[config.mk]
export PLATFORM = sky130hd
export DESIGN_NAME = rdg_lane
export DESIGN_NICKNAME = d
export VERILOG_FILES = /design/src/rtl/core/rdg_pkg.sv /design/src/rtl/core/rdg_lane.sv
export SDC_FILE = /design/constraint.sdc
export NUM_CORES = 2
export LEC_CHECK = 0
export BUFFER_PORTS_ARGS = -buffer_cell sky130_fd_sc_hd__buf_2
export CAP_MARGIN = 20
export CORE_ASPECT_RATIO = 0.5
export CORE_MARGIN = 4
export CORE_UTILIZATION = 65
export DETAILED_ROUTE_END_ITERATION = 6
export HOLD_SLACK_MARGIN = 0.02
export PLACE_DENSITY = 0.92
export SETUP_SLACK_MARGIN = 0.4
export SYNTH_ARGS = -nofsm -noshare
export SYNTH_HDL_FRONTEND = slang
export SYNTH_SLANG_ARGS = --single-unit
export TNS_END_PERCENT = 30
[constraint.sdc]
create_clock -name clk_i -period 10.7 [get_ports clk_i]
set_input_delay 2.14 -clock clk_i [delete_from_list [all_inputs] [get_ports clk_i]]
set_output_delay 2.14 -clock clk_i [all_outputs]
set_load 0.05 [all_outputs]
[src/rtl/core/rdg_pkg.sv]
// Shared types, constants and hash helpers for the random DNA base generator.
`timescale 1ns / 1ps

package rdg_pkg;

  localparam int unsigned LaneCnt    = 4;
  localparam int unsigned LaneBytes  = 4;
  localparam int unsigned ChunkBytes = LaneCnt * LaneBytes;
  localparam int unsigned CfgIdxW    = 3;
  localparam int unsigned CfgDataW   = 32;

  // Configuration register indexes
  typedef enum logic [CfgIdxW-1:0] {
    REG_USER_SEED   = 3'd0,
    REG_NOISE_ONE   = 3'd1,
    REG_NOISE_TWO   = 3'd2,
    REG_NOISE_THREE = 3'd3,
    REG_NOISE_FOUR  = 3'd4
  } reg_idx_e;

  // Register reset values
  localparam logic [31:0] UserSeedRst   = 32'd0;
  localparam logic [31:0] NoiseOneRst   = 32'd3039394381;
  localparam logic [31:0] NoiseTwoRst   = 32'd1759714724;
  localparam logic [31:0] NoiseThreeRst = 32'd458671337;
  localparam logic [31:0] NoiseFourRst  = 32'd198491317;

  // ASCII letters
  localparam logic [7:0] LetterA = 8'h41;
  localparam logic [7:0] LetterC = 8'h43;
  localparam logic [7:0] LetterG = 8'h47;
  localparam logic [7:0] LetterT = 8'h54;

  typedef struct packed {
    logic [29:0] chunk_index;
    logic [4:0]  byte_count;
  } in_item_t;

  typedef struct packed {
    logic [63:0] bases_low;
    logic [63:0] bases_high;
    logic [4:0]  valid_bytes;
  } out_item_t;

  // Pipeline control handed to the merge stage
  typedef struct packed {
    logic en;
    logic vld;
  } pipe_ctrl_t;

  // Middle part of the hash: shift-xor, add, shift-xor
  function automatic logic [31:0] mix_mid(input logic [31:0] sum, input logic [31:0] n2);
    logic [31:0] a;
    logic [31:0] b;
    a = sum ^ (sum >> 8);
    b = a + n2;
    return b ^ (b << 13);
  endfunction

  // Final shift-xor of the hash
  function automatic logic [31:0] mix_fin(input logic [31:0] prod);
    return prod ^ (prod >> 17);
  endfunction

  // Low two bits pick a base
  function automatic logic [7:0] base_letter(input logic [1:0] sel);
    logic [7:0] l;
    unique case (sel)
      2'd0: l = LetterA;
      2'd1: l = LetterC;
      2'd2: l = LetterG;
      2'd3: l = LetterT;
      default: l = LetterA;
    endcase
    return l;
  endfunction

endpackage

[src/rtl/core/rdg_lane.sv]
// One hash lane: turns a position and the mixed seed into a 32-bit noise word.
`timescale 1ns / 1ps

module rdg_lane import rdg_pkg::*; (
  input  logic        clk_i,
  input  logic        en_i,
  input  logic [31:0] pos_i,
  input  logic [31:0] mixed_i,
  input  logic [31:0] noise_one_i,
  input  logic [31:0] noise_two_i,
  input  logic [31:0] noise_three_i,
  output logic [31:0] word_o
);

  logic [31:0] prod1_q, mid_q, prod2_q;

  // multiply, add seed and mix, multiply
  always_ff @(posedge clk_i) begin
    if (en_i) begin
      prod1_q <= pos_i * noise_one_i;
      mid_q   <= mix_mid(prod1_q + mixed_i, noise_two_i);
      prod2_q <= mid_q * noise_three_i;
    end
  end

  assign word_o = mix_fin(prod2_q);

endmodule

==> run summary <==
DR WL met3 = 10.50 mm
final hold vios = 0
largest family of logic cells by synthesized area = adder cells
CTS Hold Buffers Added = 0
CTS root buffer = clkbuf_16
DP Area = 0.03916 sq mm
std cell rows = 62
adder-cell area share of the yosys netlist = 53.33%
status = finished, final reports clean
clk slew on worst S/H paths = 80 ps
vias = 28720
Syn Std Cell Area = 0.03794 sq mm
GR Util All Layers = 33.07%
slew margin rel. = 34.45%
CP arrival = 9280 ps
CTS Buffer Depth = 2
Layout area overhead = 4.139%
Die ar. = 0.06253 sq mm
Tightest Pin Transition = 983.2 ps
beginning of the critical path = noise_one_i[3]
Distinct cells, synth = 70
DPL Wire Length = 80.57 mm
first-pass iteration count of the detailed router = 5
WL met1 = 34.41 mm
design area = 0.03951 sq mm
Place WS = 1252 ps
die height = 178.8 um
Final min period = 9182 ps
CTS Buf Count = 9
post-synthesis mux area share = 0.05607%
final setup TNS = 0 ps
post-layout util = 68.63%
Resized cells post-CTS = 0
Worst Clk Skew = 19.52 ps
Reg2Reg Launch Point = mid_q[11]
worst hold path type = reg -> reg
hold wc startpoint = prod1_q[0]
Final ANT Viol Nets = 0
Placeable Area = 0.05756 sq mm
WL final = 100.3 mm
met2 wire len = 49.03 mm
asr flop ratio synth = 0%
Synth Warn # = 0
compound-cell area share of the yosys netlist = 5.152%
post-synthesis xor/xnor area fraction = 6.633%
detailed-route DRC error count = 0
Filler cells = 4053
GRT Residual Overflow = 0
unrepaired setup endpoints after global routing = no
Initial Util = 65.91%
cell taking the most area after synthesis = fa_1
Simple-Gate Fraction of Synth Area = 17.39%
ys flop type = edfxtp_1
layout net count = 5365
Seq/Total Area, Yosys = 7.599%
Routed WL per cell = 20.67 um
vias in the first global route = 31960
DRT iter0 DRCs = 2357
average size of a mapped cell = 9.357 sq um
number of setup buffers added after CTS = 0
fin. max-slew vios = 0
post-synth top area share = 43.17%
top sig layer = met4
Worst-Skew Late Latency = 370 ps
Port Buf Inserts = 193
RePlAce Congestion = 1.009
# setup viols final = 0
setup ws final = 1518 ps
register area = 0.002883 sq mm
I/O Pins = 194
cells after synthesis = 4054
initial antenna violation count = 4
Die X = 349.7 um
Peak Freq = 108.9 MHz
Seq cells post-synth = 96
max cap viols = 0
largest net degree at the start of global routing = 97
WP data required = 10800 ps
Num Clock Sinks = 96
Setup crit start kind = input port
critical path type = in -> reg
vias per std cell = 5.917
CTS tree = yes
footprint of the multi-input gates = 0.03132 sq mm
first-pass GRT wire length = 161.4 mm
crit end category = flip-flop
number of flops mapped to enable cells by yosys = 96
H-tree depth reported by CTS = 3
worst-path maximum fanout = 29
fin crit share = 85.81%
layout cells sized above 1 = 5.953%
largest cells by area after synthesis = fa_1, and2_1, ha_1
Post-Syn Nets = 5342
-- final timing paths --
kind	slack (ps)	endpoint	cells past startpoint
setup / recovery	1520	prod1_q[31]	23
hold / removal	1030	mid_q[0]	3
setup reg to reg	2820	prod2_q[31]	23
hold reg to reg	1030	mid_q[0]	3
-- stage by stage --
step,hold WS [ps],instances
detailed placement,1015,4833
global route,1111,4854
floorplan,592.2,4054
CTS,1039,4849
global placement,1009,4833
finish,1026,4854
-- cell families (layout without fill, tap and decap cells) --
| logic type | Yosys count | in the layout |
|---|---|---|
| other | 0 | 4 |
| xor gates and xnor gates | 284 | 284 |
| AOI/OAI and AO/OA | 288 | 288 |
| and+or+nand+nor | 1280 | 1280 |
| DFF | 96 | 96 |
| muxes | 2 | 2 |
| buffers and inverters | 978 | 1006 |
| adders and majority gates | 1126 | 1126 |
-- synth_stat cells (6+ instances only) --
cell type	instances
nor2_1	73
inv_1	784
a211oi_1	10
a31oi_1	17
o21a_1	21
xor2_1	81
nand3_1	21
o211ai_1	8
xnor2_1	201
nand4_1	6
clkbuf_1	177
ha_1	308
nor2b_1	11
buf_4	17
fa_1	818
o21ai_0	41
or2_2	6
a21o_1	41
nor3_1	16
and3_1	11
nand2_1	483
and2_1	620
nand2b_1	12
edfxtp_1	96
a21oi_1	77
o21bai_1	15
or3_1	6
-- cells in the final DEF (no fill, tap or decap), types with 73 or more instances in the layout --
master and instances:
a21oi_1 77, and2_1 620, buf_2 192, edfxtp_1 96, fa_1 818, ha_1 308
inv_1 784, nand2_1 483, nor2_1 73, xnor2_1 201, xor2_1 81
-- sequential cells by signal, indices dropped and copies added (netlist names) --
| register | flops |
|---|---|
| prod2_q | 32 |
| mid_q | 32 |
| prod1_q | 32 |
-- routing by layer --
layer	track usage, %	vias up
li1	-	12190
met1	38.79	14300
met2	57.52	1732
met3	6.859	500
met4	18.61	0
met5	0	-
-- critical path, stage by stage --
cell and delay, ps:
buf_2 520, and2_1 240, fa_1 410, inv_1 70, fa_1 420, fa_1 480, fa_1 620, inv_1 70
fa_1 510, inv_1 60, fa_1 530, inv_1 50, fa_1 500, fa_1 420, ha_1 360, or2_2 330
o311ai_0 150, a31oi_1 270, o21ai_0 280, o211ai_1 190, a211oi_1 370, a21oi_1 140, xnor2_1 140
-- final cells by class --
type                       instances  area share, %
antenna                            4        0.02534
clock buffer                      10         0.5796
sequential                        96          7.297
clock inverter                     6         0.1932
timing repair buffer             206          2.749
tap                              768          2.432
multi-input combinational       2980          79.27
inverter                         784          7.449
Power is not shown: default switching activity piles up to over one toggle a cycle in this logic, so the estimate is an artifact.
