--- config.mk ---
export PLATFORM = sky130hd
export DESIGN_NAME = rdg_premix
export DESIGN_NICKNAME = d
export VERILOG_FILES = /design/src/rtl/core/rdg_pkg.sv /design/src/rtl/core/rdg_premix.sv
export SDC_FILE = /design/constraint.sdc
export NUM_CORES = 2
export LEC_CHECK = 0
export BUFFER_PORTS_ARGS = -buffer_cell sky130_fd_sc_hd__buf_2
export CAP_MARGIN = 25
export CORE_AREA = 2 2 279 281
export CTS_BUF_LIST = sky130_fd_sc_hd__clkbuf_4 sky130_fd_sc_hd__clkbuf_8
export CTS_CLUSTER_SIZE = 25
export DETAILED_ROUTE_END_ITERATION = 8
export DIE_AREA = 0 0 281 283
export HOLD_SLACK_MARGIN = 0.06
export PLACE_DENSITY = 0.67
export SLEW_MARGIN = 20
export SYNTH_ARGS = -nofsm -noshare
export SYNTH_HDL_FRONTEND = slang
export SYNTH_SLANG_ARGS = --single-unit
--- constraint.sdc ---
create_clock -name clk_i -period 13.65 [get_ports clk_i]
set_input_delay 4.095 -clock clk_i [delete_from_list [all_inputs] [get_ports clk_i]]
set_output_delay 4.095 -clock clk_i [all_outputs]
set_load 0.02 [all_outputs]
--- src/rtl/core/rdg_pkg.sv ---
// Shared types, constants and hash helpers for the random DNA base generator.
`timescale 1ns / 1ps

package rdg_pkg;

  localparam int unsigned LaneCnt    = 4;
  localparam int unsigned LaneBytes  = 4;
  localparam int unsigned ChunkBytes = LaneCnt * LaneBytes;
  localparam int unsigned CfgIdxW    = 3;
  localparam int unsigned CfgDataW   = 32;

  // Configuration register indexes
  typedef enum logic [CfgIdxW-1:0] {
    REG_USER_SEED   = 3'd0,
    REG_NOISE_ONE   = 3'd1,
    REG_NOISE_TWO   = 3'd2,
    REG_NOISE_THREE = 3'd3,
    REG_NOISE_FOUR  = 3'd4
  } reg_idx_e;

  // Register reset values
  localparam logic [31:0] UserSeedRst   = 32'd0;
  localparam logic [31:0] NoiseOneRst   = 32'd3039394381;
  localparam logic [31:0] NoiseTwoRst   = 32'd1759714724;
  localparam logic [31:0] NoiseThreeRst = 32'd458671337;
  localparam logic [31:0] NoiseFourRst  = 32'd198491317;

  // ASCII letters
  localparam logic [7:0] LetterA = 8'h41;
  localparam logic [7:0] LetterC = 8'h43;
  localparam logic [7:0] LetterG = 8'h47;
  localparam logic [7:0] LetterT = 8'h54;

  typedef struct packed {
    logic [29:0] chunk_index;
    logic [4:0]  byte_count;
  } in_item_t;

  typedef struct packed {
    logic [63:0] bases_low;
    logic [63:0] bases_high;
    logic [4:0]  valid_bytes;
  } out_item_t;

  // Pipeline control handed to the merge stage
  typedef struct packed {
    logic en;
    logic vld;
  } pipe_ctrl_t;

  // Middle part of the hash: shift-xor, add, shift-xor
  function automatic logic [31:0] mix_mid(input logic [31:0] sum, input logic [31:0] n2);
    logic [31:0] a;
    logic [31:0] b;
    a = sum ^ (sum >> 8);
    b = a + n2;
    return b ^ (b << 13);
  endfunction

  // Final shift-xor of the hash
  function automatic logic [31:0] mix_fin(input logic [31:0] prod);
    return prod ^ (prod >> 17);
  endfunction

  // Low two bits pick a base
  function automatic logic [7:0] base_letter(input logic [1:0] sel);
    logic [7:0] l;
    unique case (sel)
      2'd0: l = LetterA;
      2'd1: l = LetterC;
      2'd2: l = LetterG;
      2'd3: l = LetterT;
      default: l = LetterA;
    endcase
    return l;
  endfunction

endpackage

--- src/rtl/core/rdg_premix.sv ---
// Seed premix pipeline: hashes user_seed with noise_four as the seed operand.
`timescale 1ns / 1ps

module rdg_premix import rdg_pkg::*; (
  input  logic        clk_i,
  input  logic        en_i,
  input  logic [31:0] user_seed_i,
  input  logic [31:0] noise_one_i,
  input  logic [31:0] noise_two_i,
  input  logic [31:0] noise_three_i,
  input  logic [31:0] noise_four_i,
  output logic [31:0] mixed_o
);

  logic [31:0] prod1_q, mid_q, prod2_q;

  // Three register levels, in step with the item pipeline
  always_ff @(posedge clk_i) begin
    if (en_i) begin
      prod1_q <= user_seed_i * noise_one_i;
      mid_q   <= mix_mid(prod1_q + noise_four_i, noise_two_i);
      prod2_q <= mid_q * noise_three_i;
    end
  end

  assign mixed_o = mix_fin(prod2_q);

endmodule

==> impl_metrics.json <==
{
  "min_path_type": "register to register",
  "rsz0062_at_grt": "false",
  "cts_root_buf": "clkbuf_8",
  "maxSlewViolCount": 0,
  "finalCritPeriodShare_pct": 79.5,
  "wire_per_inst_um": 19.7,
  "rows": 102,
  "synth_cells": 4054,
  "synthDistinctLibCells": 70,
  "antenna_found_initial": 7,
  "dp_hpwl_um": 80600,
  "avgViaCountPerCell": 5.29,
  "fillerInstances": 7103,
  "syn_nets": 5342,
  "cts_buffer_depth": 2,
  "finClkSkew_ns": 0.0194,
  "syn2layout_area_growth_pct": 4.83,
  "cp-end-kind": "register",
  "fp.dieH_um": 283,
  "ys_seq_elements": 96,
  "drc": 0,
  "drt_iter0_drc": 1405,
  "fin_nets": 5368,
  "clk_latency_ns": 0.43,
  "worstPathRequired_ns": 13.84,
  "synth.avg_cell_area_um2": 9.36,
  "ys.flop_type": "edfxtp_1",
  "die-area_um2": 79500,
  "h-tree-depth": 3,
  "cts_buffers": 9,
  "crit_top_cell": "fa_1",
  "gp_congestion": 0.923,
  "cap_violations": 0,
  "synth_warnings": 0,
  "ioPinCount": 194,
  "start_kind": "primary input",
  "max_freq_mhz": 92.2,
  "path_cells": "buf_2 > and2_1 > fa_1 > fa_1 > fa_1 > inv_1 > fa_1 > inv_1 > fa_1 > inv_1 > fa_1 > inv_1 > fa_1 > fa_1 > ha_1 > nand3_1 > o22ai_1 > o31ai_1 > a21oi_1 > o211ai_1 > o21ai_0 > o41ai_1 > o21ai_0 > xnor2_1",
  "cts_setup_buffers": 0,
  "synth_top_area_cell": "fa_1",
  "yosysSeqAreaShare_pct": 7.60,
  "grt_max_degree": 60,
  "vias": 27100,
  "worst-path-max-fanout": 26,
  "tritoncts": "done",
  "track_usage_pct": 26.3,
  "cts_resized": 0,
  "drtPass1Iterations": 5,
  "async_flop_share_pct": 0,
  "worst_pin_slew_ns": 1.07,
  "cp.buffers_inverters": 5,
  "drive_gt1_share_pct": 6.05,
  "setup_viol": 0,
  "final.min_clock_period_ns": 10.85,
  "synth_area_um2": 37900,
  "clk_pin_slew_ns": 0.13,
  "totalWireLength_um": 101000,
  "die_w_um": 281,
  "synth_edf_count": 96,
  "io_buffers": 193,
  "fin_tns_setup_ns": 0,
  "path_delay_family": "adder cells",
  "synth_area_leaders": "fa_1, and2_1, ha_1",
  "slowest_stage": "fa_1",
  "coreArea_um2": 76700,
  "final_hold_viol_count": 0,
  "cts.sinks": 96,
  "max_slew_margin_pct": 28.6,
  "max_stage_delay_ns": 0.53,
  "synth_top_area_share_pct": 43.2,
  "critical_path_class": "primary input to register",
  "status": "finished clean",
  "arrival_ns": 11.03,
  "grt_pass1_wl_um": 162000,
  "route.antenna.remaining_nets": 0,
  "ctsHoldBuffers": 0,
  "initial_utilization_pct": 49.5,
  "grt_pass1_vias": 29500,
  "grt_overflow_total": 0
}
-- final cells by class --
type,count,area (um2),share of cell area (%)
Antenna cell,4,10.0,0.0252
Clock buffer,9,124,0.311
Clock inverter,7,73.8,0.186
Inverter,784,2940,7.40
Multi-Input combinational cell,2980,31300,78.8
Sequential cell,96,2880,7.25
Tap cell,1040,1300,3.27
Timing Repair Buffer,209,1120,2.81
-- worst min-delay path, stage by stage, from the launching register on --
cell,delay (ns)
edfxtp_1,0.34
buf_4,0.36
and2_1,0.19
-- cells by family after synthesis --
| kind of cell | after synthesis | share of synthesized area [%] |
|---|---|---|
| muxes | 2 | 0.0561 |
| buffers and inverters | 978 | 9.85 |
| and+or+nand+nor | 1280 | 17.4 |
| adders and majority gates | 1126 | 53.3 |
| xor gates and xnor gates | 284 | 6.63 |
| DFF | 96 | 7.60 |
| AOI/OAI and AO/OA | 288 | 5.15 |
-- synthesized netlist by cell type (11+ instances only) --
master	number
o21ai_0	41
a31oi_1	17
o21a_1	21
nand2_1	483
nor2_1	73
clkbuf_1	177
nand3_1	21
xnor2_1	201
nor2b_1	11
edfxtp_1	96
and3_1	11
nor3_1	16
and2_1	620
buf_4	17
xor2_1	81
ha_1	308
fa_1	818
a21o_1	41
a21oi_1	77
nand2b_1	12
o21bai_1	15
inv_1	784
-- path summary, 6_finish.rpt --
check                                   end             start  slack [ns]  cells after the start
worst max-delay path            prod2_q[31]  noise_three_i[6]        2.80                     24
worst min-delay path             prod2_q[0]          mid_q[0]        1.01                      2
worst max register to register  prod2_q[31]         mid_q[12]        5.79                     23
worst min register to register   prod2_q[0]          mid_q[0]        1.01                      2
-- metrics by stage --
| step | instances | hold WS [ns] | utilization [%] | setup WS (ns) | instance area (um2) |
|---|---|---|---|---|---|
| after global routing | 5128 | 1.06 | 51.8 | 2.43 | 39800 |
| after CTS | 5124 | 0.994 | 51.8 | 2.86 | 39700 |
| final | 5129 | 1.01 | 51.8 | 2.80 | 39800 |
| after floorplan | 4054 | 0.592 | - | 2.89 | 37900 |
| after global placement | 5107 | 0.966 | 51.5 | 2.48 | 39500 |
| after detailed placement | 5108 | 0.963 | 51.6 | 2.39 | 39500 |
-- registers in the layout, summed over array words and instances, names as in the netlist --
signal,count
mid_q,32
prod1_q,32
prod2_q,32
-- metal layers --
metal | GRT usage, % | up-vias | part of all wire [%]
met4 | 9.20 | 4 | 3.8
met5 | 0 | - | 0.023
li1 | - | 12200 | -
met1 | 32.8 | 14000 | 39
met2 | 47.3 | 758 | 52
met3 | 2.61 | 174 | 4.8
-- cells in the final DEF, fill, tap and decap left out, drive strengths merged, types with 47 or more instances in the layout --
cell type and count:
xor2 81, nand2 483, nor2 73, fa 818
ha 308, and2 620, edfxtp 96, buf 209
inv 788, a21oi 80, o21ai 47, xnor2 201
Power is left out: the tool's default activity adds up to more than one toggle a clock period on the data nets, which glitch-free logic cannot reach.
