`config.mk`:
```
export PLATFORM = sky130hd
export DESIGN_NAME = rdg_merge
export DESIGN_NICKNAME = d
export VERILOG_FILES = /design/src/rtl/core/rdg_pkg.sv /design/src/rtl/core/rdg_merge.sv
export SDC_FILE = /design/constraint.sdc
export NUM_CORES = 1
export LEC_CHECK = 0
export BUFFER_PORTS_ARGS = -buffer_cell sky130_fd_sc_hd__buf_2
export CAP_MARGIN = 10
export CORE_MARGIN = 8
export CORE_UTILIZATION = 30
export CTS_BUF_LIST = sky130_fd_sc_hd__clkbuf_8
export DETAILED_ROUTE_END_ITERATION = 10
export GPL_TIMING_DRIVEN = 0
export PLACE_DENSITY = 0.59
export SLEW_MARGIN = 20
export SYNTH_ARGS = -nofsm -noshare
export SYNTH_HDL_FRONTEND = slang
export SYNTH_SLANG_ARGS = --single-unit
```
`constraint.sdc`:
```
create_clock -name clk_i -period 1.4 [get_ports clk_i]
set_input_delay 0.42 -clock clk_i [delete_from_list [all_inputs] [get_ports clk_i]]
set_output_delay 0.42 -clock clk_i [all_outputs]
set_load 0.05 [all_outputs]
```
`src/rtl/core/rdg_pkg.sv`:
```
// Shared types, constants and hash helpers for the random DNA base generator.
`timescale 1ns / 1ps

package rdg_pkg;

  localparam int unsigned LaneCnt    = 4;
  localparam int unsigned LaneBytes  = 4;
  localparam int unsigned ChunkBytes = LaneCnt * LaneBytes;
  localparam int unsigned CfgIdxW    = 3;
  localparam int unsigned CfgDataW   = 32;

  // Configuration register indexes
  typedef enum logic [CfgIdxW-1:0] {
    REG_USER_SEED   = 3'd0,
    REG_NOISE_ONE   = 3'd1,
    REG_NOISE_TWO   = 3'd2,
    REG_NOISE_THREE = 3'd3,
    REG_NOISE_FOUR  = 3'd4
  } reg_idx_e;

  // Register reset values
  localparam logic [31:0] UserSeedRst   = 32'd0;
  localparam logic [31:0] NoiseOneRst   = 32'd3039394381;
  localparam logic [31:0] NoiseTwoRst   = 32'd1759714724;
  localparam logic [31:0] NoiseThreeRst = 32'd458671337;
  localparam logic [31:0] NoiseFourRst  = 32'd198491317;

  // ASCII letters
  localparam logic [7:0] LetterA = 8'h41;
  localparam logic [7:0] LetterC = 8'h43;
  localparam logic [7:0] LetterG = 8'h47;
  localparam logic [7:0] LetterT = 8'h54;

  typedef struct packed {
    logic [29:0] chunk_index;
    logic [4:0]  byte_count;
  } in_item_t;

  typedef struct packed {
    logic [63:0] bases_low;
    logic [63:0] bases_high;
    logic [4:0]  valid_bytes;
  } out_item_t;

  // Pipeline control handed to the merge stage
  typedef struct packed {
    logic en;
    logic vld;
  } pipe_ctrl_t;

  // Middle part of the hash: shift-xor, add, shift-xor
  function automatic logic [31:0] mix_mid(input logic [31:0] sum, input logic [31:0] n2);
    logic [31:0] a;
    logic [31:0] b;
    a = sum ^ (sum >> 8);
    b = a + n2;
    return b ^ (b << 13);
  endfunction

  // Final shift-xor of the hash
  function automatic logic [31:0] mix_fin(input logic [31:0] prod);
    return prod ^ (prod >> 17);
  endfunction

  // Low two bits pick a base
  function automatic logic [7:0] base_letter(input logic [1:0] sel);
    logic [7:0] l;
    unique case (sel)
      2'd0: l = LetterA;
      2'd1: l = LetterC;
      2'd2: l = LetterG;
      2'd3: l = LetterT;
      default: l = LetterA;
    endcase
    return l;
  endfunction

endpackage

```
`src/rtl/core/rdg_merge.sv`:
```
// Merge stage: maps lane bytes to ASCII bases, masks invalid bytes, output register.
`timescale 1ns / 1ps

module rdg_merge import rdg_pkg::*; (
  input  logic        clk_i,
  input  logic        rst_ni,
  input  pipe_ctrl_t  ctrl_i,
  input  logic [4:0]  cnt_i,
  input  logic [31:0] words_i [LaneCnt],
  output logic        out_valid_o,
  output out_item_t   out_data_o
);

  logic [8*ChunkBytes-1:0] bytes_d;
  out_item_t               data_q;
  logic                    valid_q;

  // Byte k comes from lane k/4, byte k%4; bytes at or past the count are zero
  always_comb begin
    bytes_d = '0;
    for (int k = 0; k < ChunkBytes; k++) begin
      if (5'(k) < cnt_i) begin
        bytes_d[8*k +: 8] = base_letter(words_i[k / LaneBytes][8*(k % LaneBytes) +: 2]);
      end
    end
  end

  always_ff @(posedge clk_i or negedge rst_ni) begin
    if (!rst_ni) begin
      valid_q <= 1'b0;
    end else if (ctrl_i.en) begin
      valid_q <= ctrl_i.vld;
    end
  end

  always_ff @(posedge clk_i) begin
    if (ctrl_i.en) begin
      data_q.bases_low   <= bytes_d[63:0];
      data_q.bases_high  <= bytes_d[127:64];
      data_q.valid_bytes <= cnt_i;
    end
  end

  assign out_valid_o = valid_q;
  assign out_data_o  = data_q;

endmodule

```
==> impl_metrics.tcl, run 1 <==
set metrics [dict create \
    syn-cell-area_mm2 0.004340 \
    die_area_mm2 0.01857 \
    pwr-share-clk_pct 25.1 \
    slew_viol_final 0 \
    relSlewSlack_pct 65.16 \
    syn_area_per_cell_um2 13.23 \
    max_stage_delay_ps 430 \
    antenna_found_initial 1 \
    clk_latency_ps 360 \
    drv.max_cap_violation_count 0 \
    syn_inst 328 \
    run_status "completed" \
    fin_skew_ps 0 \
    synth_fa_ha_area_share_pct 14.99 \
    setup_slack_ps 17.30 \
    cp-start-kind "register" \
    drt_iter0_drc 171 \
    fin_crit_ps 1383 \
    synth_cell_types 32 \
    total_power_mw 7.034 \
    grt_start_max_net_pins 58 \
    crit_required_ps 980 \
    switchingPower_mw 2.494 \
    stdcell_count 704 \
    rsz0062_at_grt "yes" \
    grt_pass1_wl_um 14830 \
    cp_num_buf_inv 1 \
    syn_to_final_growth_pct 38.86 \
    drcViolationCount 0 \
    wire_per_inst_um 13.87 \
    setup-violations-final 0 \
    postRouteAntennaNets 0 \
    finalSetupTns_ps 0 \
    endpoint_kind "primary output" \
    worst-slew-pin-transition_ps 518.3 \
    dr.pass1.iters 4 \
    swShare_pct 35.46 \
    p_per_area_mw_per_mm2 1167 \
    yosysSeqAreaShare_pct 59.38 \
    wl_um 9767 \
    coreArea_mm2 0.01431 \
    hold_viol 0 \
    synthMuxAreaShare_pct 0.2594 \
    clk_path_buf_depth 2 \
    htree_levels 3 \
    numPortBuffers 126 \
    critPathTopFamily "flip-flops" \
    cts_setup_buffers 0 \
    cts_buffers 9 \
    synth_compound_area_share_pct 5.996 \
    synth_top_family_by_area "adder cells" \
    pin_count 271 \
    hp-class "in2reg" \
    synthSimpleGateAreaFrac_pct 7.178 \
    grt_pass1_vias 3023 \
    place_congestion 0.7196 \
    synth_xor_xnor_area_share_pct 0 \
    grt_usage_pct 10.27 \
    p_seq_share_pct 45.3 \
    rows 44 \
    p_int_mw 4.540 \
    place_inst 686 \
    worstPathArrival_ps 960 \
    viasPerCell 4.043 \
    clk_pin_slew_ps 90 \
    die_x_um 136.3 \
    drive_above_1_share_pct 40.46 \
    utilization_pct 42.11 \
    root_buffer "clkbuf_8" \
    cts_tree "done" \
    cts.sinks 86 \
    ys_seq_elements 86 \
    dieHeight_um 136.3 \
    start_util_pct 30.32 \
    num_vias 2846 \
    cp_max_fo 1 \
    path_cells "buf_6" \
    synth_warnings 0 \
    critical_path_class "reg2out" \
    maxClockFrequency_ghz 0.7232 \
    fin_crit_sh_pct 98.76 \
    critical-path-slowest-cell "edfxtp_1" \
    grt_overflow_total 0 \
    comb_power_share_pct 29.5 \
    dp_slack_ps -401.8 \
    ir_worst_vdd_uv 360.2 \
    dp_hpwl_um 7546 \
    nets 703 \
    p_leak_nw 2.785 \
]
synth_stat cells:
cell,count,area share (%)
a2111oi_4,1,0.63
a211oi_1,3,0.52
a211oi_2,1,0.29
a21boi_0,5,0.86
a21boi_1,2,0.35
a21oi_1,13,1.5
a311oi_1,1,0.20
a31oi_1,1,0.14
a41oi_1,1,0.20
and2_1,2,0.29
buf_2,3,0.35
buf_4,51,8.8
buf_6,1,0.26
conb_1,1,0.086
dfrtp_1,1,0.58
edfxtp_1,85,59
ha_1,52,15
inv_1,30,2.6
inv_2,1,0.086
mux2_2,1,0.26
nand2_1,5,0.43
nor2_1,42,3.6
nor2_2,1,0.14
nor2b_1,10,1.4
nor3_1,6,0.69
nor3_2,1,0.23
nor3b_1,1,0.17
nor4_1,1,0.14
o211ai_2,1,0.29
o21ai_0,1,0.12
o21ai_2,2,0.40
o31ai_4,1,0.49
final timing paths:
path | from | end | slack, ps | cells after the start
hold / removal | cnt_i[0] | out_data_o[0] | 250 | 1
min in group asynchronous | rst_ni | out_valid_o | 350 | 2
max in group asynchronous | rst_ni | out_valid_o | 970 | 2
hold reg to reg | out_valid_o | out_valid_o | 540 | 1
setup reg to reg | out_valid_o | out_valid_o | 640 | 1
setup / recovery | out_data_o[123] | out_data_o[123] | 20 | 1
cell families (layout without fill, tap and decap cells):
kind of cell             Yosys count  after routing
AO/OA/AOI/OAI                     33             33
adder cells (fa/ha/maj)           52             52
buffers and inverters             86            230
flip-flops                        86             86
multiplexers                       1              1
other                              1             49
AND/OR/NAND/NOR                   69             69
routing by layer:
metal / vias up / part of all wire [%] / GRT usage (%)
met5: - / 0.13 / 0
met4: 2 / 1.2 / 3.600
met3: 11 / 12 / 5.026
met2: 121 / 47 / 16.86
met1: 1317 / 40 / 11.35
li1: 1395 / - / -
cells in the final DEF (no fill, tap or decap), types with 2 or more instances in the layout:
master and instances:
edfxtp_1 85, buf_4 82, ha_1 52, buf_6 51, buf_2 48, conb_1 48
nor2_1 42, inv_1 31, a21oi_1 13, nor2b_1 10, clkbuf_8 9, nor3_1 6
nand2_1 5, a21boi_0 5, inv_6 3, a21boi_1 2, o21ai_2 2, a211oi_1 2
a211oi_2 2, and2_1 2
state kept, by name (all words and copies together) (netlist names):
| register | cells |
|---|---|
| out_data_o | 85 |
| out_valid_o | 1 |
through the flow:
step / cell area [um2] / hold WS, ps
6_report: 6027 / 252.9
5_1_grt: 6025 / 233.5
4_1_cts: 5778 / 232.6
3_5_place_dp: 5414 / 196.9
3_3_place_gp: 5384 / 195.1
2_1_floorplan: 4523 / 124.4
power groups by stage:
stage / logic [mW] / registers, mW / clock network, mW
floorplan: 0.621 / 4.02 / 0
global placement: 1.85 / 3.22 / 0
detailed placement: 1.88 / 3.21 / 0
CTS: 1.97 / 3.17 / 1.84
global route: 2.19 / 3.22 / 1.93
finish: 2.08 / 3.19 / 1.77
area by class of cell:
class / count / area (um2)
antenna: 1 / 2.502
inverter: 31 / 116.4
tap: 184 / 230.2
fill: 1353 / 8287
buffer: 55 / 409.1
timing repair buffer: 128 / 1059
clock buffer: 9 / 123.9
clock inverter: 7 / 72.57
multi-input combinational: 203 / 1436
sequential: 86 / 2577
what timing repair did:
action,4_1_cts,5_1_grt
endpoints found under the setup margin,43,83
hold endpoints to repair,1,0
gates resized for setup,55,118
hold buffers,1,0
Power figures use the tool's default switching activity.
==> inputs of run 2 (changes only) <==
--- a/config.mk
+++ b/config.mk
@@ -9,7 +9,7 @@
 export CAP_MARGIN = 10
 export CORE_MARGIN = 8
 export CORE_UTILIZATION = 30
-export CTS_BUF_LIST = sky130_fd_sc_hd__clkbuf_8
+export CTS_BUF_LIST = sky130_fd_sc_hd__clkbuf_16
 export DETAILED_ROUTE_END_ITERATION = 10
 export GPL_TIMING_DRIVEN = 0
 export PLACE_DENSITY = 0.59
==> impl_metrics.tcl, run 2 (synthesized netlist as in run 1, its figures left out) <==
set metrics [dict create \
    run_status "completed" \
    die_x_um 136.3 \
    dp_slack_ps -401.8 \
    drt_iter0_drc 164 \
    critical_path_class "reg2out" \
    clk_pin_slew_ps 60 \
    endpoint_kind "primary output" \
    max_stage_delay_ps 390 \
    drcViolationCount 0 \
    cp_num_buf_inv 1 \
    fin_skew_ps 0 \
    wl_um 9672 \
    die_area_mm2 0.01857 \
    setup_slack_ps 22.14 \
    drive_above_1_share_pct 40.66 \
    fin_crit_ps 1378 \
    critPathTopFamily "flip-flops" \
    grt_usage_pct 10.22 \
    numPortBuffers 126 \
    pin_count 271 \
    grt_overflow_total 0 \
    grt_pass1_wl_um 14740 \
    mostFrequentLayoutCell "buf_2" \
    pwr-share-clk_pct 32.2 \
    switchingPower_mw 2.532 \
    grt_pass1_vias 3000 \
    holdWs_ps 274.5 \
    fillers 1394 \
    clk_path_buf_depth 2 \
    critical-path-slowest-cell "edfxtp_1" \
    nets 703 \
    htree_levels 3 \
    cts_tree "done" \
    slew_viol_final 0 \
    comb_power_share_pct 25.5 \
    path_cells "buf_2" \
    rsz0062_at_grt "no" \
    dieHeight_um 136.3 \
    dr.pass1.iters 4 \
    cts.sinks 86 \
    largest_reg_flops 85 \
    cp_max_fo 1 \
    syn_to_final_growth_pct 33.12 \
    p_per_area_mw_per_mm2 1290 \
    fin_crit_sh_pct 98.42 \
    start_util_pct 30.32 \
    setup-violations-final 0 \
    p_leak_nw 2.711 \
    maxClockFrequency_ghz 0.7258 \
    relSlewSlack_pct 65.51 \
    cp-start-kind "register" \
    antenna_found_initial 1 \
    crit_required_ps 980 \
    final_cell_mix "115 x buf_2, 85 x edfxtp_1, 64 x buf_4" \
    total_power_mw 7.452 \
    worst-slew-pin-transition_ps 513.1 \
    clk_latency_ps 340 \
    drv.max_cap_violation_count 0 \
    viasPerCell 4.003 \
    hp-class "in2reg" \
    rows 44 \
    coreArea_mm2 0.01431 \
    wire_per_inst_um 13.74 \
    num_vias 2818 \
    p_int_mw 4.920 \
    p_seq_share_pct 42.4 \
    cts_buffers 9 \
    place_congestion 0.7196 \
    root_buffer "clkbuf_16" \
    worstPathArrival_ps 960 \
    ir_worst_vdd_uv 533.3 \
    hold_viol 0 \
    dp_hpwl_um 7546 \
    postRouteAntennaNets 0 \
    swShare_pct 33.98 \
    grt_start_max_net_pins 58 \
]
-- run 2: power by group through the flow --
stage	Clock, mW	Combinational (mW)	Sequential [mW]
after global placement	0	1.85	3.22
after global routing	2.57	2.02	3.18
after CTS	2.47	1.89	3.16
after detailed placement	0	1.88	3.21
final	2.40	1.90	3.16
after floorplan	0	0.621	4.02
-- run 2: final timing paths --
kind / cells after the start / slack, ps / endpoint / from
max: 1 / 20 / out_data_o[115] / out_data_o[115]
min: 1 / 270 / out_data_o[0] / cnt_i[0]
max reg2reg: 1 / 660 / out_valid_o / out_valid_o
min reg2reg: 1 / 510 / out_valid_o / out_valid_o
max in group asynchronous: 2 / 940 / out_valid_o / rst_ni
min in group asynchronous: 2 / 380 / out_valid_o / rst_ni
-- run 2: final cells by class --
type | count | area (um2) | area share [%]
timing repair buffer | 128 | 703.2 | 12.17
sequential | 86 | 2577 | 44.61
clock inverter | 7 | 72.57 | 1.256
inverter | 31 | 116.4 | 2.014
clock buffer | 9 | 225.2 | 3.898
antenna | 1 | 2.502 | 0.04331
multi-input combinational | 203 | 1441 | 24.95
buffer | 55 | 409.1 | 7.081
tap | 184 | 230.2 | 3.984
-- run 2: routing by layer --
layer	part of all wire, %	wire length, um	track usage (%)
met1	41	3940	11.26
met2	47	4513	16.75
met3	11	1102	4.952
met4	1.1	102	3.783
met5	0.13	13	0
-- run 2: through the flow --
stage | TNS (ps) | utilization, % | cell area [um2] | std cells
6_report | 0 | 40.37 | 5778 | 704
5_1_grt | 0 | 40.35 | 5776 | 703
4_1_cts | 0 | 40.05 | 5733 | 703
3_5_place_dp | -22500 | 37.82 | 5414 | 686
3_3_place_gp | -90350 | 37.61 | 5384 | 685
2_1_floorplan | 0 | - | 4523 | 375
-- run 2: repair_timing --
action | 4_1_cts | 5_1_grt
setup endpoints to repair | 10 | 20
setup buffers | 0 | 0
hold buffers | 1 | 0
gates resized for setup | 2 | 27
endpoints found under the hold margin | 1 | 0
==> inputs of run 3 (changes only) <==
--- a/config.mk
+++ b/config.mk
@@ -9,7 +9,7 @@
 export CAP_MARGIN = 10
 export CORE_MARGIN = 8
 export CORE_UTILIZATION = 30
-export CTS_BUF_LIST = sky130_fd_sc_hd__clkbuf_16
+export CTS_BUF_LIST = sky130_fd_sc_hd__clkbuf_4
 export DETAILED_ROUTE_END_ITERATION = 10
 export GPL_TIMING_DRIVEN = 0
 export PLACE_DENSITY = 0.59
==> impl_metrics.tcl, run 3 (synthesized netlist as in run 1, its figures left out) <==
set metrics [dict create \
    rr_worst_depth 1 \
    hold_depth 1 \
    setup_slack_ps -78.61 \
    fin_crit_ps 1479 \
    cp_num_buf_inv 1 \
    final_cell_mix "87 x buf_6, 85 x edfxtp_1, 52 x buf_4, 52 x ha_1, 48 x conb_1" \
    grt_pass1_vias 3044 \
    worst-slew-pin-transition_ps 781.1 \
    max_stage_delay_ps 440 \
    slew_viol_final 0 \
    critPathTopFamily "flip-flops" \
    r2r_start "out_valid_o" \
    finalSetupTns_ps -3335 \
    grt_overflow_total 0 \
    relSlewSlack_pct 47.45 \
    dp_hpwl_um 7546 \
    rsz0062_at_grt "yes" \
    setup-violations-final 86 \
    drive_above_1_share_pct 40.27 \
    cp-start-kind "register" \
    coreArea_mm2 0.01431 \
    cp_max_fo 1 \
    htree_levels 3 \
    p_leak_nw 2.809 \
    maxClockFrequency_ghz 0.6763 \
    start_util_pct 30.32 \
    fin_crit_sh_pct 105.6 \
    violations "setup timing" \
    place_congestion 0.7196 \
    clk_pin_slew_ps 130 \
    clk_path_buf_depth 2 \
    cts_buffers 9 \
    critical_path_class "reg2out" \
    drv.max_cap_violation_count 0 \
    clk_latency_ps 450 \
    rows 44 \
    cts_tree "done" \
    antenna_found_initial 1 \
    worstPathArrival_ps 1060 \
    postRouteAntennaNets 0 \
    mostFrequentLayoutCell "buf_6" \
    critical-path-slowest-cell "edfxtp_1" \
    p_per_area_mw_per_mm2 1116 \
    grt_start_max_net_pins 58 \
    die_x_um 136.3 \
    syn_to_final_growth_pct 40.73 \
    hp-class "in2reg" \
    crit_required_ps 980 \
    grt_usage_pct 10.53 \
    path_cells "buf_6" \
    ir_worst_vdd_uv 320.0 \
    pin_count 271 \
    r2r_end "out_valid_o" \
    die_area_mm2 0.01857 \
    holdWs_ps 166.4 \
    drt_iter0_drc 158 \
    root_buffer "clkbuf_4" \
    cts_setup_buffers 0 \
    nets 703 \
    hold_viol 0 \
    fin_skew_ps 0 \
    numPortBuffers 126 \
    rrSetupSlack_ps 630 \
    wire_per_inst_um 13.87 \
    dr.pass1.iters 4 \
    cts.sinks 86 \
    drcViolationCount 0 \
    hold_start "cnt_i[0]" \
    largest_reg_flops 85 \
    viasPerCell 4.084 \
    num_vias 2875 \
    dieHeight_um 136.3 \
    hold_path_end "out_data_o[0]" \
    run_status "finished, violations left" \
    grt_pass1_wl_um 15190 \
    endpoint_kind "primary output" \
    wl_um 9766 \
]
## run 3: cell count changes in the layout (fill, tap and decap cells not counted), sizes merged
cell	change
inv	-1
buf	+1
## run 3: per-stage QoR
stage | std cells | area, um2 | power (mW) | setup slack (ps) | utilization [%]
floorplan | 375 | 4523 | 4.638 | 31.56 | -
global placement | 685 | 5384 | 5.066 | -1022 | 37.61
detailed placement | 686 | 5414 | 5.096 | -401.8 | 37.82
CTS | 703 | 6106 | 6.904 | -119.1 | 42.66
global route | 703 | 6106 | 7.139 | -157.6 | 42.66
finish | 704 | 6108 | 6.820 | -78.61 | 42.67
## run 3: worst max-delay path by stage
| stage | depth (start not counted) | slack [ps] | start | end |
|---|---|---|---|---|
| after CTS | 1 | -120 | out_data_o[5] | out_data_o[5] |
| after global routing | 1 | -160 | out_data_o[5] | out_data_o[5] |
| after detailed placement | 5 | -400 | cnt_i[4] | out_data_o[69] |
| after floorplan | 3 | 30 | cnt_i[0] | out_data_o[87] |
| after global placement | 2 | -1020 | ctrl_i[1] | out_valid_o |
| final | 1 | -80 | out_data_o[4] | out_data_o[4] |
## run 3: cell type report
cell class                 count  area, um2
fill                        1333       8205
inverter                      31      116.4
multi-input combinational    203       1420
tap                          184      230.2
antenna                        1      2.502
clock inverter                 6      68.82
sequential                    86       2577
buffer                        55      409.1
timing repair buffer         128       1209
clock buffer                  10      75.07
## run 3: power breakdown
group | leakage (nW) | switching, mW | internal, mW
Clock | 0.0778 | 0.891 | 0.581
Sequential | 0.840 | 0.111 | 3.10
Combinational | 1.89 | 1.47 | 0.674
Total | 2.81 | 2.47 | 4.35
## run 3: what timing repair did
item                                    4_1_cts  5_1_grt
gates resized for setup                     172        0
endpoints found under the setup margin       86       86
endpoints found under the hold margin         1        0
hold buffers                                  1        0
## run 3: per-layer routing
| metal | global-route usage, % | vias to the layer above | part of all wire, % |
|---|---|---|---|
| li1 | - | 1396 | - |
| met1 | 11.44 | 1334 | 40 |
| met3 | 5.432 | 14 | 11 |
| met2 | 17.49 | 129 | 48 |
| met4 | 3.295 | 2 | 1.5 |
| met5 | 0 | - | 0.13 |
